### src/design/coalesced_hash_table_assert.svh
// Assertion macros used by the hash table sequencer RTL.
`ifndef COALESCED_HASH_TABLE_ASSERT_SVH
`define COALESCED_HASH_TABLE_ASSERT_SVH

// The antecedent implies the consequent in the same cycle.
`define CHT_ASSERT_IMPLY(lbl, clk, rst, ante, cons, msg) \
   lbl: assert property (@(posedge clk) disable iff (rst) (ante) |-> (cons)) \
      else $error(msg);

// The antecedent implies the consequent in the following cycle.
`define CHT_ASSERT_NEXT(lbl, clk, rst, ante, cons, msg) \
   lbl: assert property (@(posedge clk) disable iff (rst) (ante) |=> (cons)) \
      else $error(msg);

`endif

### src/design/cht_pkg.sv
package cht_pkg;

   localparam int TABLE_SLOTS = 16;
   localparam int SLOT_W = $clog2(TABLE_SLOTS);
   localparam int KEY_W = 31;
   localparam int BITCNT_W = $clog2(KEY_W);
   localparam int SLOT_FIELD_W = 4;
   localparam bit SLOTS_POW2 = ((TABLE_SLOTS & (TABLE_SLOTS - 1)) == 0);

   localparam logic [SLOT_W:0] SLOT_CNT = (SLOT_W + 1)'(TABLE_SLOTS);
   localparam logic [SLOT_W-1:0] LAST_SLOT = SLOT_W'(TABLE_SLOTS - 1);
   localparam logic [BITCNT_W-1:0] LAST_BIT = BITCNT_W'(KEY_W - 1);

   localparam logic CMD_INSERT = 1'b0;
   localparam logic CMD_SEARCH = 1'b1;

   typedef enum logic [1:0] {
      ST_INSERTED  = 2'd0,
      ST_FULL      = 2'd1,
      ST_FOUND     = 2'd2,
      ST_NOT_FOUND = 2'd3
   } status_type;

   typedef enum logic [3:0] {
      S_CLEAR,
      S_IDLE,
      S_MOD,
      S_HEAD,
      S_TAIL,
      S_FREE,
      S_WALK,
      S_WNEW,
      S_WLINK,
      S_DONE
   } seq_state_type;

   typedef struct packed {
      logic              valid;
      logic [SLOT_W-1:0] home;
      logic [KEY_W-1:0]  key;
   } key_entry_type;

   typedef struct packed {
      logic              has_next;
      logic [SLOT_W-1:0] next_slot;
   } link_entry_type;

   typedef struct packed {
      logic [SLOT_W-1:0] rd_addr;
      logic              key_we;
      logic [SLOT_W-1:0] key_waddr;
      key_entry_type     key_wdata;
      logic              link_we;
      logic [SLOT_W-1:0] link_waddr;
      link_entry_type    link_wdata;
   } mem_ctrl_type;

   typedef struct packed {
      logic                    valid;
      status_type              status;
      logic [SLOT_FIELD_W-1:0] slot;
   } result_type;

   function automatic logic [SLOT_W-1:0] wrap_inc(input logic [SLOT_W-1:0] a);
      return (a == LAST_SLOT) ? '0 : a + SLOT_W'(1);
   endfunction

   function automatic logic [SLOT_FIELD_W-1:0] slot_field(input logic [SLOT_W-1:0] a);
      logic [SLOT_W+SLOT_FIELD_W-1:0] wide;
      wide = {{SLOT_FIELD_W{1'b0}}, a};
      return wide[SLOT_FIELD_W-1:0];
   endfunction

endpackage

### src/design/coalesced_hash_table.sv
// Hash table with coalesced chains (chaining without replacement) over
// linear probing. The request channel carries req_command (insert or
// search) and req_key_value; each request beat yields exactly one response
// beat with rsp_status and rsp_slot. Both channels use valid and stall.
// After reset the block sweeps the table once to clear the valid marks and
// links, one slot a cycle, and stalls requests until the sweep is done.
// A request is then handled by one sequencer over a table with one read
// address and a registered read: one slot is examined per cycle while
// probing for the chain head, walking the chain and probing for a free
// slot. The next request can be accepted at the edge of the response
// beat. When the table size is not a power of two, the home slot is
// first computed one key bit at a time.
// Requests are stalled while one is in progress. The response sits in an
// output register; a stalled response holds, and a finished result waits
// in the sequencer, with requests still stalled, until the register frees.
module coalesced_hash_table import cht_pkg::*; (
   input  logic                    clock,
   input  logic                    reset,
   input  logic                    req_valid,
   output logic                    req_stall,
   input  logic                    req_command,
   input  logic [KEY_W-1:0]        req_key_value,
   output logic                    rsp_valid,
   input  logic                    rsp_stall,
   output logic [1:0]              rsp_status,
   output logic [SLOT_FIELD_W-1:0] rsp_slot
);

   mem_ctrl_type            ctrl;
   key_entry_type           key_rd;
   link_entry_type          link_rd;
   result_type              result;
   logic                    busy;
   logic                    out_free;
   logic                    rsp_valid_ff, rsp_valid_in;
   logic [1:0]              rsp_status_ff, rsp_status_in;
   logic [SLOT_FIELD_W-1:0] rsp_slot_ff, rsp_slot_in;

   assign out_free = !rsp_valid_ff || !rsp_stall;
   assign req_stall = busy;

   cht_seq u_seq (
      .clock     (clock),
      .reset     (reset),
      .start     (req_valid && !busy),
      .command   (req_command),
      .key_value (req_key_value),
      .out_free  (out_free),
      .busy      (busy),
      .result    (result),
      .ctrl      (ctrl),
      .key_rd    (key_rd),
      .link_rd   (link_rd)
   );

   cht_store u_store (
      .clock   (clock),
      .ctrl    (ctrl),
      .key_rd  (key_rd),
      .link_rd (link_rd)
   );

   always_comb begin
      rsp_valid_in = rsp_valid_ff;
      rsp_status_in = rsp_status_ff;
      rsp_slot_in = rsp_slot_ff;
      if (result.valid && out_free) begin
         rsp_valid_in = 1'b1;
         rsp_status_in = result.status;
         rsp_slot_in = result.slot;
      end else if (!rsp_stall) begin
         rsp_valid_in = 1'b0;
      end
   end

   always_ff @(posedge clock) begin
      if (reset) begin
         rsp_valid_ff <= 1'b0;
      end else begin
         rsp_valid_ff <= rsp_valid_in;
      end
   end

   always_ff @(posedge clock) begin
      rsp_status_ff <= rsp_status_in;
      rsp_slot_ff <= rsp_slot_in;
   end

   assign rsp_valid = rsp_valid_ff;
   assign rsp_status = rsp_status_ff;
   assign rsp_slot = rsp_slot_ff;

endmodule

### src/design/cht_store.sv
module cht_store import cht_pkg::*; (
   input  logic           clock,
   input  mem_ctrl_type   ctrl,
   output key_entry_type  key_rd,
   output link_entry_type link_rd
);

   key_entry_type  key_mem [TABLE_SLOTS];
   link_entry_type link_mem [TABLE_SLOTS];
   key_entry_type  key_rd_ff;
   link_entry_type link_rd_ff;

   always_ff @(posedge clock) begin
      if (ctrl.key_we) begin
         key_mem[ctrl.key_waddr] <= ctrl.key_wdata;
      end
      key_rd_ff <= key_mem[ctrl.rd_addr];
   end

   always_ff @(posedge clock) begin
      if (ctrl.link_we) begin
         link_mem[ctrl.link_waddr] <= ctrl.link_wdata;
      end
      link_rd_ff <= link_mem[ctrl.rd_addr];
   end

   assign key_rd = key_rd_ff;
   assign link_rd = link_rd_ff;

endmodule

### src/design/cht_seq.sv
`include "coalesced_hash_table_assert.svh"

module cht_seq import cht_pkg::*; (
   input  logic             clock,
   input  logic             reset,
   input  logic             start,
   input  logic             command,
   input  logic [KEY_W-1:0] key_value,
   input  logic             out_free,
   output logic             busy,
   output result_type       result,
   output mem_ctrl_type     ctrl,
   input  key_entry_type    key_rd,
   input  link_entry_type   link_rd
);

   seq_state_type         state_ff, state_in;
   logic                  cmd_ff, cmd_in;
   logic [KEY_W-1:0]      key_ff, key_in;
   logic [SLOT_W-1:0]     home_ff, home_in;
   logic [SLOT_W-1:0]     addr_ff, addr_in;
   logic [SLOT_W-1:0]     cnt_ff, cnt_in;
   logic [SLOT_W-1:0]     rem_ff, rem_in;
   logic [BITCNT_W-1:0]   bit_cnt_ff, bit_cnt_in;
   logic [SLOT_W-1:0]     tail_ff, tail_in;
   logic                  link_ff, link_in;
   status_type            status_ff, status_in;
   logic [SLOT_W-1:0]     slot_ff, slot_in;
   logic [SLOT_W:0]       rem_shift;
   logic [SLOT_W:0]       rem_sub;
   logic [SLOT_W-1:0]     rem_next;
   logic                  chain_end;

   assign rem_shift = {rem_ff, key_ff[bit_cnt_ff]};
   assign rem_sub = rem_shift - SLOT_CNT;
   assign rem_next = (rem_shift >= SLOT_CNT) ? rem_sub[SLOT_W-1:0] : rem_shift[SLOT_W-1:0];
   assign chain_end = !link_rd.has_next || ({1'b0, link_rd.next_slot} >= SLOT_CNT);

   always_ff @(posedge clock) begin
      if (reset) begin
         state_ff <= S_CLEAR;
         addr_ff <= '0;
      end else begin
         state_ff <= state_in;
         addr_ff <= addr_in;
      end
   end

   always_ff @(posedge clock) begin
      cmd_ff <= cmd_in;
      key_ff <= key_in;
      home_ff <= home_in;
      cnt_ff <= cnt_in;
      rem_ff <= rem_in;
      bit_cnt_ff <= bit_cnt_in;
      tail_ff <= tail_in;
      link_ff <= link_in;
      status_ff <= status_in;
      slot_ff <= slot_in;
   end

   always_comb begin
      state_in = state_ff;
      cmd_in = cmd_ff;
      key_in = key_ff;
      home_in = home_ff;
      addr_in = addr_ff;
      cnt_in = cnt_ff;
      rem_in = rem_ff;
      bit_cnt_in = bit_cnt_ff;
      tail_in = tail_ff;
      link_in = link_ff;
      status_in = status_ff;
      slot_in = slot_ff;
      ctrl = '0;
      busy = (state_ff != S_IDLE);
      result.valid = (state_ff == S_DONE);
      result.status = status_ff;
      result.slot = slot_field(slot_ff);

      case (state_ff)
         S_CLEAR: begin
            ctrl.key_we = 1'b1;
            ctrl.key_waddr = addr_ff;
            ctrl.link_we = 1'b1;
            ctrl.link_waddr = addr_ff;
            addr_in = wrap_inc(addr_ff);
            if (addr_ff == LAST_SLOT) begin
               state_in = S_IDLE;
            end
         end
         S_IDLE: begin
            if (start) begin
               cmd_in = command;
               key_in = key_value;
               link_in = 1'b0;
               cnt_in = '0;
               rem_in = '0;
               bit_cnt_in = LAST_BIT;
               if (SLOTS_POW2) begin
                  home_in = key_value[SLOT_W-1:0];
                  addr_in = key_value[SLOT_W-1:0];
                  state_in = S_HEAD;
               end else begin
                  state_in = S_MOD;
               end
            end
         end
         S_MOD: begin
            rem_in = rem_next;
            bit_cnt_in = bit_cnt_ff - BITCNT_W'(1);
            if (bit_cnt_ff == '0) begin
               home_in = rem_next;
               addr_in = rem_next;
               state_in = S_HEAD;
            end
         end
         S_HEAD: begin
            if (cnt_ff == '0 && cmd_ff == CMD_INSERT && !key_rd.valid) begin
               state_in = S_WNEW;
            end else if (key_rd.valid && key_rd.home == home_ff) begin
               cnt_in = '0;
               if (cmd_ff == CMD_INSERT) begin
                  link_in = 1'b1;
                  state_in = S_TAIL;
               end else begin
                  state_in = S_WALK;
               end
            end else if (cnt_ff == LAST_SLOT) begin
               cnt_in = '0;
               if (cmd_ff == CMD_INSERT) begin
                  addr_in = home_ff;
                  state_in = S_FREE;
               end else begin
                  status_in = ST_NOT_FOUND;
                  slot_in = '0;
                  state_in = S_DONE;
               end
            end else begin
               addr_in = wrap_inc(addr_ff);
               cnt_in = cnt_ff + SLOT_W'(1);
            end
         end
         S_TAIL: begin
            if (chain_end) begin
               tail_in = addr_ff;
               cnt_in = '0;
               state_in = S_FREE;
            end else if (cnt_ff == LAST_SLOT) begin
               tail_in = link_rd.next_slot;
               addr_in = link_rd.next_slot;
               cnt_in = '0;
               state_in = S_FREE;
            end else begin
               addr_in = link_rd.next_slot;
               cnt_in = cnt_ff + SLOT_W'(1);
            end
         end
         S_FREE: begin
            if (!key_rd.valid) begin
               state_in = S_WNEW;
            end else if (cnt_ff == LAST_SLOT) begin
               status_in = ST_FULL;
               slot_in = '0;
               state_in = S_DONE;
            end else begin
               addr_in = wrap_inc(addr_ff);
               cnt_in = cnt_ff + SLOT_W'(1);
            end
         end
         S_WALK: begin
            if (key_rd.valid && key_rd.key == key_ff) begin
               status_in = ST_FOUND;
               slot_in = addr_ff;
               state_in = S_DONE;
            end else if (chain_end || cnt_ff == LAST_SLOT) begin
               status_in = ST_NOT_FOUND;
               slot_in = '0;
               state_in = S_DONE;
            end else begin
               addr_in = link_rd.next_slot;
               cnt_in = cnt_ff + SLOT_W'(1);
            end
         end
         S_WNEW: begin
            ctrl.key_we = 1'b1;
            ctrl.key_waddr = addr_ff;
            ctrl.key_wdata.valid = 1'b1;
            ctrl.key_wdata.home = home_ff;
            ctrl.key_wdata.key = key_ff;
            ctrl.link_we = 1'b1;
            ctrl.link_waddr = addr_ff;
            slot_in = addr_ff;
            status_in = ST_INSERTED;
            state_in = link_ff ? S_WLINK : S_DONE;
         end
         S_WLINK: begin
            ctrl.link_we = 1'b1;
            ctrl.link_waddr = tail_ff;
            ctrl.link_wdata.has_next = 1'b1;
            ctrl.link_wdata.next_slot = slot_ff;
            state_in = S_DONE;
         end
         S_DONE: begin
            if (out_free) begin
               state_in = S_IDLE;
            end
         end
         default: begin
            state_in = S_IDLE;
         end
      endcase

      ctrl.rd_addr = addr_in;
   end

   `CHT_ASSERT_IMPLY(a_link_not_self, clock, reset, state_ff == S_WLINK, tail_ff != slot_ff,
      "chain link would point a slot at itself")
   `CHT_ASSERT_NEXT(a_wnew_exit, clock, reset, state_ff == S_WNEW,
      state_ff == S_WLINK || state_ff == S_DONE, "bad exit from key store")
   `CHT_ASSERT_IMPLY(a_store_valid, clock, reset, ctrl.key_we && state_ff != S_CLEAR,
      ctrl.key_wdata.valid, "key stored without its valid mark")
   `CHT_ASSERT_IMPLY(a_free_slot, clock, reset, state_ff == S_WNEW && link_ff,
      $past(state_ff) == S_FREE, "linked insert did not come from a free probe")

endmodule

### config.mk
export PLATFORM = sky130hd
export DESIGN_NAME = coalesced_hash_table
export DESIGN_NICKNAME = d
export VERILOG_FILES = /design/src/design/cht_pkg.sv /design/src/design/coalesced_hash_table.sv /design/src/design/cht_store.sv /design/src/design/cht_seq.sv
export VERILOG_INCLUDE_DIRS = /design/src /design/src/design
export SDC_FILE = /design/constraint.sdc
export NUM_CORES = 1
export LEC_CHECK = 0
export BUFFER_PORTS_ARGS = -buffer_cell sky130_fd_sc_hd__buf_2
export CAP_MARGIN = 20
export CORE_AREA = 3 3 281 200
export DETAILED_ROUTE_END_ITERATION = 7
export DIE_AREA = 0 0 284 203
export PLACE_DENSITY = 0.82
export SLEW_MARGIN = 20
export SYNTH_ARGS = -nofsm -noshare
export SYNTH_HDL_FRONTEND = slang
export SYNTH_HIERARCHICAL = 1
export SYNTH_SLANG_ARGS = --single-unit
### constraint.sdc
create_clock -name clock -period 4.6 [get_ports clock]
set_clock_uncertainty 0.15 [all_clocks]
set_input_delay 0.23 -clock clock [delete_from_list [all_inputs] [get_ports clock]]
set_output_delay 0.23 -clock clock [all_outputs]
set_load 0.005 [all_outputs]
* Word level (Yosys, flattened, before mapping)
Memory sizes are Yosys's and may differ from the RTL's. A register that Yosys moved wholly into a read port is not among the register bits. Index checks and enable logic that the tools add are counted.
Storage, ports and cells: memory bits (writable) 656, flip-flop bits (word level) 75, logic and storage cells 172, output and inout port bits 8, input bits 36, latch bits 0, memories 2, ROM bits 0
Cells by class: reductions and logical operators 29, add/sub/neg operators 4, magnitude comparators 2, div/mod/pow operators 0, mux-type cells 84, shifts and indexed selects 0, $mul 0, bitwise logic cells 1, equal/unequal tests 35
Memory list:
- u_store.key_mem | words 16, width 36, rd ports 1, clocked after memory_dff 1, write ports 1, line cht_store.sv:8 | key_entry_type key_mem [TABLE_SLOTS];
- u_store.link_mem | words 16, width 5, rd ports 1, clocked after memory_dff 1, write ports 1, line cht_store.sv:9 | link_entry_type link_mem [TABLE_SLOTS];
Operators with widths (number):
- 4-bit two-way mux | 48
- 4-bit one-hot mux with 10 select lines | 1
- 36-bit two-way mux | 1
- 31-bit equality test | 1
- 4-bit one-hot mux with 7 select lines | 1
- 2-bit by 1-bit != test with 1-bit output, second input constant | 10
- 4-bit one-hot mux with 5 select lines | 1
- 5-bit one-hot mux with 2 select lines | 2
- 2-bit two-way mux | 9
- 4-bit by 3-bit equality test with 1-bit output, second input constant | 4
- 4-bit equality test, second input constant | 4
- 4-bit one-hot mux with 2 select lines | 2
- 4-bit one-hot mux with 4 select lines | 1
- 8-bit AND reduction | 2
- 5-bit two-way mux | 3
- 2-bit != test, second input constant | 7
- 1-bit two-way mux | 12
- 4-bit by 1-bit adder with 4-bit output, second input constant | 2
- 4-bit by 2-bit equality test with 1-bit output, second input constant | 2
- 4-bit logical NOT | 2
- 4-bit by 1-bit != test with 1-bit output, second input constant | 2
- 2-bit one-hot mux with 4 select lines | 1
- 7-bit AND reduction | 1
- 1-bit logical AND | 6
- 21 further kinds | 30

* Depth between registers and ports, before layout
Gate-level depths: netlist (run 1).
depth after elaboration 6, depth in mapped cells 17

* Cells and area by module
Netlist (run 1), hierarchy kept.
Modules (own cells, without submodules):
- cht_store | area an instance 25485.7 um^2, instances 1, cells an instance 1089, sequential area each 20519.7 um^2
- cht_seq | area an instance 4175.3 um^2, instances 1, cells an instance 402, sequential area each 1931.9 um^2
- coalesced_hash_table | area an instance 225.2 um^2, instances 1, cells an instance 12, sequential area each 200.2 um^2

* Worst setup path after synthesis (run 1)
No wires, ideal clock.
kind register -> register, start point register u_seq.state_ff[0], end point memory u_store/key_mem[0][0] (netlist bit) (enable), setup time 0.474 ns, cell stages (with the launch flop) 8, path slack -0.535 ns, arrival 4.511 ns, cell sequence dfxtp_1 clkbuf_1 clkbuf_1 clkbuf_1 nand3_1 a21oi_1 or3b_2 nor3_1
RTL lines:
- from (decl) | line cht_seq.sv:17 | seq_state_type state_ff, state_in;
- from (signal assigned) | line cht_seq.sv:44 | state_ff <= state_in;
- to (decl) | line cht_store.sv:8

==> reports/results.md, run 1 <==
Worst setup path
• **Setup CP Type** reg -> reg
• **sort of element at the start of the critical path** flip-flop
• **crit-path max cell delay** 0.82 ns
• **element type at the critical path end** flip-flop
• **Slowest cell on crit path** sky130_fd_sc_hd__nor2b_4
• **maximum fanout along the worst path** 24
• **signal arrival time at the worst endpoint** 4.78 ns
• **setup slack on the worst flop-to-flop path** 0.22 ns
• **crit path cell chain** xnor2_1 > nand4_1 > or4_1 > nor4_2 > buf_4 > o311a_1 > o21ai_0 > nand2_1 > nor2b_4 > buf_4 > a22oi_1 > nand2_1
• **worst path required time** 5.00 ns

Synthesis
• **number of register bits inferred by synthesis** 771
• **number of nets in the synthesized netlist** 1544
• **proportion of synthesized flip-flops having asynchronous set or reset** 0%
• **Post-synth top flop** sky130_fd_sc_hd__edfxtp_1
• **synthesized cell area** 29890 um^2
• **sequential element share of the synthesized area** 75.79%
• **Synth area leader** sky130_fd_sc_hd__edfxtp_1
• **top post-synthesis cells by area** sky130_fd_sc_hd__edfxtp_1 72%, sky130_fd_sc_hd__mux4_2 13%, sky130_fd_sc_hd__dfxtp_1 3.3%
• **proportion of netlist area held by the largest area contributor** 72.44%
• **Distinct cells, synth** 53
• **Post-Synthesis Mean Instance Area** 19.88 um^2
• **Warnings, synthesis** 6
• **post-synthesis cell count** 1503
• **number of flops mapped to enable cells by yosys** 721

Finish
• **share of post-route cells with drive strength above 1** 24.05%
• **area occupied by multi-input gates** 7024 um^2
• **sequential standard cell area** 22650 um^2
• **area grow syn2layout** 14.59%
• **final core utilization** 63.93%
• **Design Area, Final** 34250 um^2
• **number of nets in the layout** 1675
• **count of filler cells inserted in the layout** 3397
• **Inserted Diodes** 0

Clock tree
• **CTS Sinks** 771
• **Max Buffers Root-to-Sink** 3
• **H-tree levels** 3
• **Worst-Skew Late Latency** 0.61 ns
• **number of clock buffers inserted by TritonCTS** 70
• **Root Driver** sky130_fd_sc_hd__clkbuf_16
• **clock slew at reported path FFs** 0.06 ns
• **CTS tree** built

Floorplanning
• **Vert. Die Dim** 203 um
• **floorplan die area** 57650 um^2
• **FP Rows** 71
• **overall die width** 284 um
• **effective utilization at floorplan** 55.79%
• **top-level I/O count** 44
• **CORE AREA** 53570 um^2

Power and ir drop
• **Max VDD drop** 0.8122 mV
• **reported leakage power** 10.69 nW
• **Power per Cell Area** 660.3 nW/um^2

Placement
• **dpl hpwl** 38820 um
• **gp weighted congestion** 0.8960
• **Port Buf Inserts** 43
• **dpl cell area** 31580 um^2

GRT
• **vias in the first global route** 15950
• **number of antenna violations at the first check in global routing** 1
• **overall routing resource usage** 24.93%
• **global-route wire length before repair** 105200 um
• **grt ovf** 0
• **pin count of the biggest net entering global routing** 59

Timing
• **final critical delay including setup and external delays** 4.378 ns
• **setup repair after global routing missed its margin** no
• **total setup violations reported at the end of the flow** 0
• **top achievable clock speed** 228.4 MHz
• **hold violation count in the final report** 0
• **worst-case headroom to the max-slew limit** 36.94%
• **final worst path period share** 95.18%
• **max-slew violation total from the final report** 0
• **slew at the pin closest to its max-slew limit** 0.9439 ns
• **summed negative setup slack over all endpoints** 0 ns

Detailed routing
• **average detailed-routed wire length per instance** 29.17 um
• **post-detailed-route DRC marker count** 0
• **drt via density** 6.448
• **number of nets still failing antenna checks after routing** 0
• **via total after detailed routing** 15620
• **routed wire length** 70660 um
• **detailed router's first-iteration violation count** 2233
• **drt first pass iters** 5

Flow run
• **Max Cap Viol** 0

Status
• **outcome** completed

Worst hold path
• **worst hold path class** in -> reg

## placed cells by master (no fill, tap or decap), types with 9 or more instances in the layout
cell                            synthesis  layout
sky130_fd_sc_hd__buf_2                 17      43
sky130_fd_sc_hd__buf_4                  9      34
sky130_fd_sc_hd__nand2_1               72      71
sky130_fd_sc_hd__nor2_1                46      32
sky130_fd_sc_hd__xnor2_1               34      34
sky130_fd_sc_hd__edfxtp_1             721     721
sky130_fd_sc_hd__nand2b_1               9       9
sky130_fd_sc_hd__clkbuf_16              0      74
sky130_fd_sc_hd__a21oi_1               25      25
sky130_fd_sc_hd__a22oi_1               82      82
sky130_fd_sc_hd__a21o_1                10      10
sky130_fd_sc_hd__clkbuf_1              35      24
sky130_fd_sc_hd__mux4_2               172     172
sky130_fd_sc_hd__dlygate4sd3_1          0      35
sky130_fd_sc_hd__and2_1                50      49
sky130_fd_sc_hd__nor2_4                 0      14
sky130_fd_sc_hd__dfxtp_1               50      50
sky130_fd_sc_hd__nand3_1               11      10
sky130_fd_sc_hd__inv_1                 13      13
sky130_fd_sc_hd__o21ai_0               15      15
sky130_fd_sc_hd__buf_12                 0      24
sky130_fd_sc_hd__nor3_1                19      14
## worst paths after layout
| check | from | end | cells past startpoint |
|---|---|---|---|
| max | u_seq/key_ff[26] | u_store/key_rd[24] | 12 |
| min | req_key_value[19] | u_seq/key_ff[19] | 2 |
| max reg2reg | u_seq/key_ff[26] | u_store/key_rd[24] | 12 |
| min reg2reg | u_seq/status_ff[1] | rsp_status[1] | 0 |
## worst max-delay path, delay by kind of cell, from the launching register on
| kind | cells | cell delay, ns |
|---|---|---|
| AO/OA/AOI/OAI | 3 | 0.54 |
| XOR/XNOR | 1 | 0.27 |
| buffers and inverters | 2 | 0.69 |
| flip-flops | 1 | 0.53 |
| AND/OR/NAND/NOR | 6 | 2.13 |
## per-layer routing
metal,vias to the layer above,track usage (%),wire (um)
met1,8038,35.77,26740
met2,979,37.84,33190
met3,173,6.745,8614
li1,6426,-,-
met4,2,8.186,2096
met5,-,0,13
## through the flow
stage	power, W	hold slack, ns	std cells	worst slack (ns)
after CTS	0.02267	0.1310	2422	0.3227
final	0.02261	0.1759	2422	0.2219
after global routing	0.02346	0.1704	2422	0.1172
after detailed placement	0.01673	0.2592	2257	0.06472
after floorplan	0.01445	0.1524	1503	0.4447
after global placement	0.01649	0.2569	2257	0.2507
## synth_stat cells, drive strengths merged, types with 19 or more instances
master	instances
dfxtp	50
a22oi	82
nor3	19
edfxtp	721
xnor2	34
and2	50
clkbuf	35
nor2	46
nand2	72
mux4	172
buf	42
a21oi	25
## state kept, by name (all words and copies together), names as in the netlist, 5 cells and up
name and cells:
u_seq/bit_cnt_ff 5, u_seq/key_ff 31, u_store/key_mem 576, u_store/key_rd 36, u_store/link_mem 80, u_store/link_rd 5
## cells by family after synthesis
family / count (synthesis) / share of synthesized area (%)
mux: 182 / 13.30
compound gates: 166 / 3.923
fa+ha+maj: 5 / 0.2093
simple gates: 249 / 4.233
flops: 771 / 75.79
buf+inv: 90 / 1.365
xor+xnor: 40 / 1.172
## power by group
part | internal, W | switching, W | leakage (nW)
combinational | 0.00350 | 0.00410 | 2.91
clock | 0.00334 | 0.00251 | 1.12
sequential | 0.00874 | 0.000422 | 6.66
## area by class of cell
class | count | share of cell area, %
Inverter | 13 | 0.1425
Multi-Input combinational cell | 642 | 20.51
Tap cell | 730 | 2.667
Timing Repair Buffer | 136 | 3.800
Clock inverter | 24 | 0.7417
Clock buffer | 106 | 5.992
Sequential cell | 771 | 66.15
## timing repair
item,4_1_cts,5_1_grt
setup endpoints to repair,1,0
hold buffers,35,0
gates resized for setup,1,0
buffers inserted,0,0
endpoints found under the hold margin,45,0
Power figures use the tool's default switching activity.
==> run 2, diff against run 1 <==
--- a/config.mk
+++ b/config.mk
@@ -11,6 +11,7 @@
 export CORE_AREA = 3 3 281 200
 export DETAILED_ROUTE_END_ITERATION = 7
 export DIE_AREA = 0 0 284 203
+export MAX_ROUTING_LAYER = met4
 export PLACE_DENSITY = 0.82
 export SLEW_MARGIN = 20
 export SYNTH_ARGS = -nofsm -noshare
==> reports/results.md, run 2 (same netlist as run 1, synthesis figures left out) <==
Timing
• **final critical delay including setup and external delays** 4.506 ns
• **final worst slack** 0.09360 ns
• **total setup violations reported at the end of the flow** 0
• **worst-case headroom to the max-slew limit** 29.26%
• **setup repair after global routing missed its margin** no
• **slew at the pin closest to its max-slew limit** 1.059 ns
• **hold violation count in the final report** 0
• **WHS** 0.1566 ns
• **summed negative setup slack over all endpoints** 0 ns
• **max-slew violation total from the final report** 0
• **top achievable clock speed** 221.9 MHz
• **final worst path period share** 97.97%

Placement
• **Port Buf Inserts** 43
• **gp weighted congestion** 0.9005
• **cell count after placement** 2257
• **dpl hpwl** 38110 um
• **setup slack after placement** 0.2361 ns

Finish
• **Biggest register** u_store/key_mem
• **number of nets in the layout** 1675
• **sequential standard cell area** 22650 um^2
• **area grow syn2layout** 14.28%
• **Largest register FFs** 576
• **most common cell after layout, fill and taps aside** sky130_fd_sc_hd__edfxtp_1
• **final core utilization** 63.76%
• **share of post-route cells with drive strength above 1** 24.02%
• **Inserted Diodes** 0
• **count of filler cells inserted in the layout** 3425
• **count of non-filler cells in the finished layout** 2420
• **most used cells in the layout excluding fill and tap cells** 721 x sky130_fd_sc_hd__edfxtp_1, 172 x sky130_fd_sc_hd__mux4_2, 82 x sky130_fd_sc_hd__a22oi_1
• **area occupied by multi-input gates** 7024 um^2

Floorplanning
• **Vert. Die Dim** 203 um
• **CORE AREA** 53570 um^2
• **top-level I/O count** 44
• **effective utilization at floorplan** 55.79%
• **overall die width** 284 um
• **floorplan die area** 57650 um^2
• **FP Rows** 71

Clock tree
• **CTS Sinks** 771
• **Root Driver** sky130_fd_sc_hd__clkbuf_16
• **setup bufs post-CTS** 0
• **H-tree levels** 3
• **post-cts resize count** 0
• **number of clock buffers inserted by TritonCTS** 70
• **clock slew at reported path FFs** 0.06 ns
• **CTS tree** built
• **hold bufs inserted after CTS** 35
• **Max Buffers Root-to-Sink** 3
• **Worst-Skew Late Latency** 0.60 ns

Flow run
• **Max Cap Viol** 0

Power and ir drop
• **Power per Cell Area** 652.3 nW/um^2
• **Max VDD drop** 0.7493 mV
• **reported leakage power** 10.66 nW

Detailed routing
• **average detailed-routed wire length per instance** 28.54 um
• **via total after detailed routing** 15570
• **number of nets still failing antenna checks after routing** 0
• **post-detailed-route DRC marker count** 0
• **routed wire length** 69060 um
• **drt via density** 6.435
• **drt first pass iters** 5
• **detailed router's first-iteration violation count** 2018

Worst setup path
• **Slowest cell on crit path** sky130_fd_sc_hd__nor2b_4
• **sort of element at the start of the critical path** flip-flop
• **worst reg2reg endpoint** u_store/key_rd[4]
• **depth of the worst register-to-register path** 12
• **signal arrival time at the worst endpoint** 4.89 ns
• **setup slack on the worst flop-to-flop path** 0.09 ns
• **Reg2Reg Launch Point** u_seq/key_ff[26]
• **last element of the critical path** u_store/key_rd[4]
• **element type at the critical path end** flip-flop
• **maximum fanout along the worst path** 26
• **crit-path max cell delay** 0.91 ns
• **Setup CP Type** reg -> reg
• **crit path cell chain** xnor2_1 > nand4_1 > or4_1 > nor4_2 > buf_4 > o311a_1 > o21ai_0 > nand2_1 > nor2b_4 > buf_4 > a22oi_1 > nand2_1
• **worst setup path start** u_seq/key_ff[26]
• **worst path required time** 4.98 ns

Worst hold path
• **worst hold path class** in -> reg

GRT
• **overall routing resource usage** 25.37%
• **vias in the first global route** 15800
• **grt ovf** 0
• **pin count of the biggest net entering global routing** 85
• **global-route wire length before repair** 104100 um
• **number of antenna violations at the first check in global routing** 0

Status
• **outcome** completed

-- run 2: final cells by class --
cell class	instances	share of cell area [%]
Inverter	13	0.1429
Sequential cell	771	66.32
Multi-Input combinational cell	642	20.57
Tap cell	730	2.674
Timing Repair Buffer	136	3.737
Clock inverter	28	0.6814
Clock buffer	100	5.880
-- run 2: worst min path at each step --
stage / startpoint / end / cells past startpoint
global placement: u_seq/status_ff[1] / rsp_status[1] / 0
floorplan: reset / rsp_valid / 1
finish: req_valid / u_seq/link_ff / 4
CTS: req_valid / u_seq/link_ff / 4
detailed placement: req_key_value[8] / u_seq/key_ff[8] / 1
global route: req_valid / u_seq/link_ff / 4
-- run 2: per-stage QoR --
stage | total power [W] | instance area (um^2)
after floorplan | 0.01445 | 29910
after global placement | 0.01642 | 31560
after detailed placement | 0.01662 | 31560
after CTS | 0.02238 | 34160
after global routing | 0.02320 | 34160
final | 0.02228 | 34160
-- run 2: metal layers --
metal / vias to the layer above / global-route usage, % / wire, um
met5: - / - / 0
met4: 0 / 7.489 / 1916
met3: 164 / 5.814 / 7472
met2: 940 / 38.16 / 32690
met1: 8039 / 35.41 / 26980
li1: 6429 / - / -
-- run 2: power by group --
| part | total [W] | internal, W | switching [W] |
|---|---|---|---|
| Sequential | 0.00917 | 0.00874 | 0.000424 |
| Clock | 0.00569 | 0.00323 | 0.00246 |
| Combinational | 0.00742 | 0.00342 | 0.00400 |
| Total | 0.0223 | 0.0154 | 0.00689 |
-- run 2: worst max-delay path, delay by kind of cell, from the launching register on --
kind            cells  cell delay (ns)
flops               1             0.55
compound gates      3             0.47
simple gates        6             2.31
xor+xnor            1             0.27
buf+inv             2             0.66
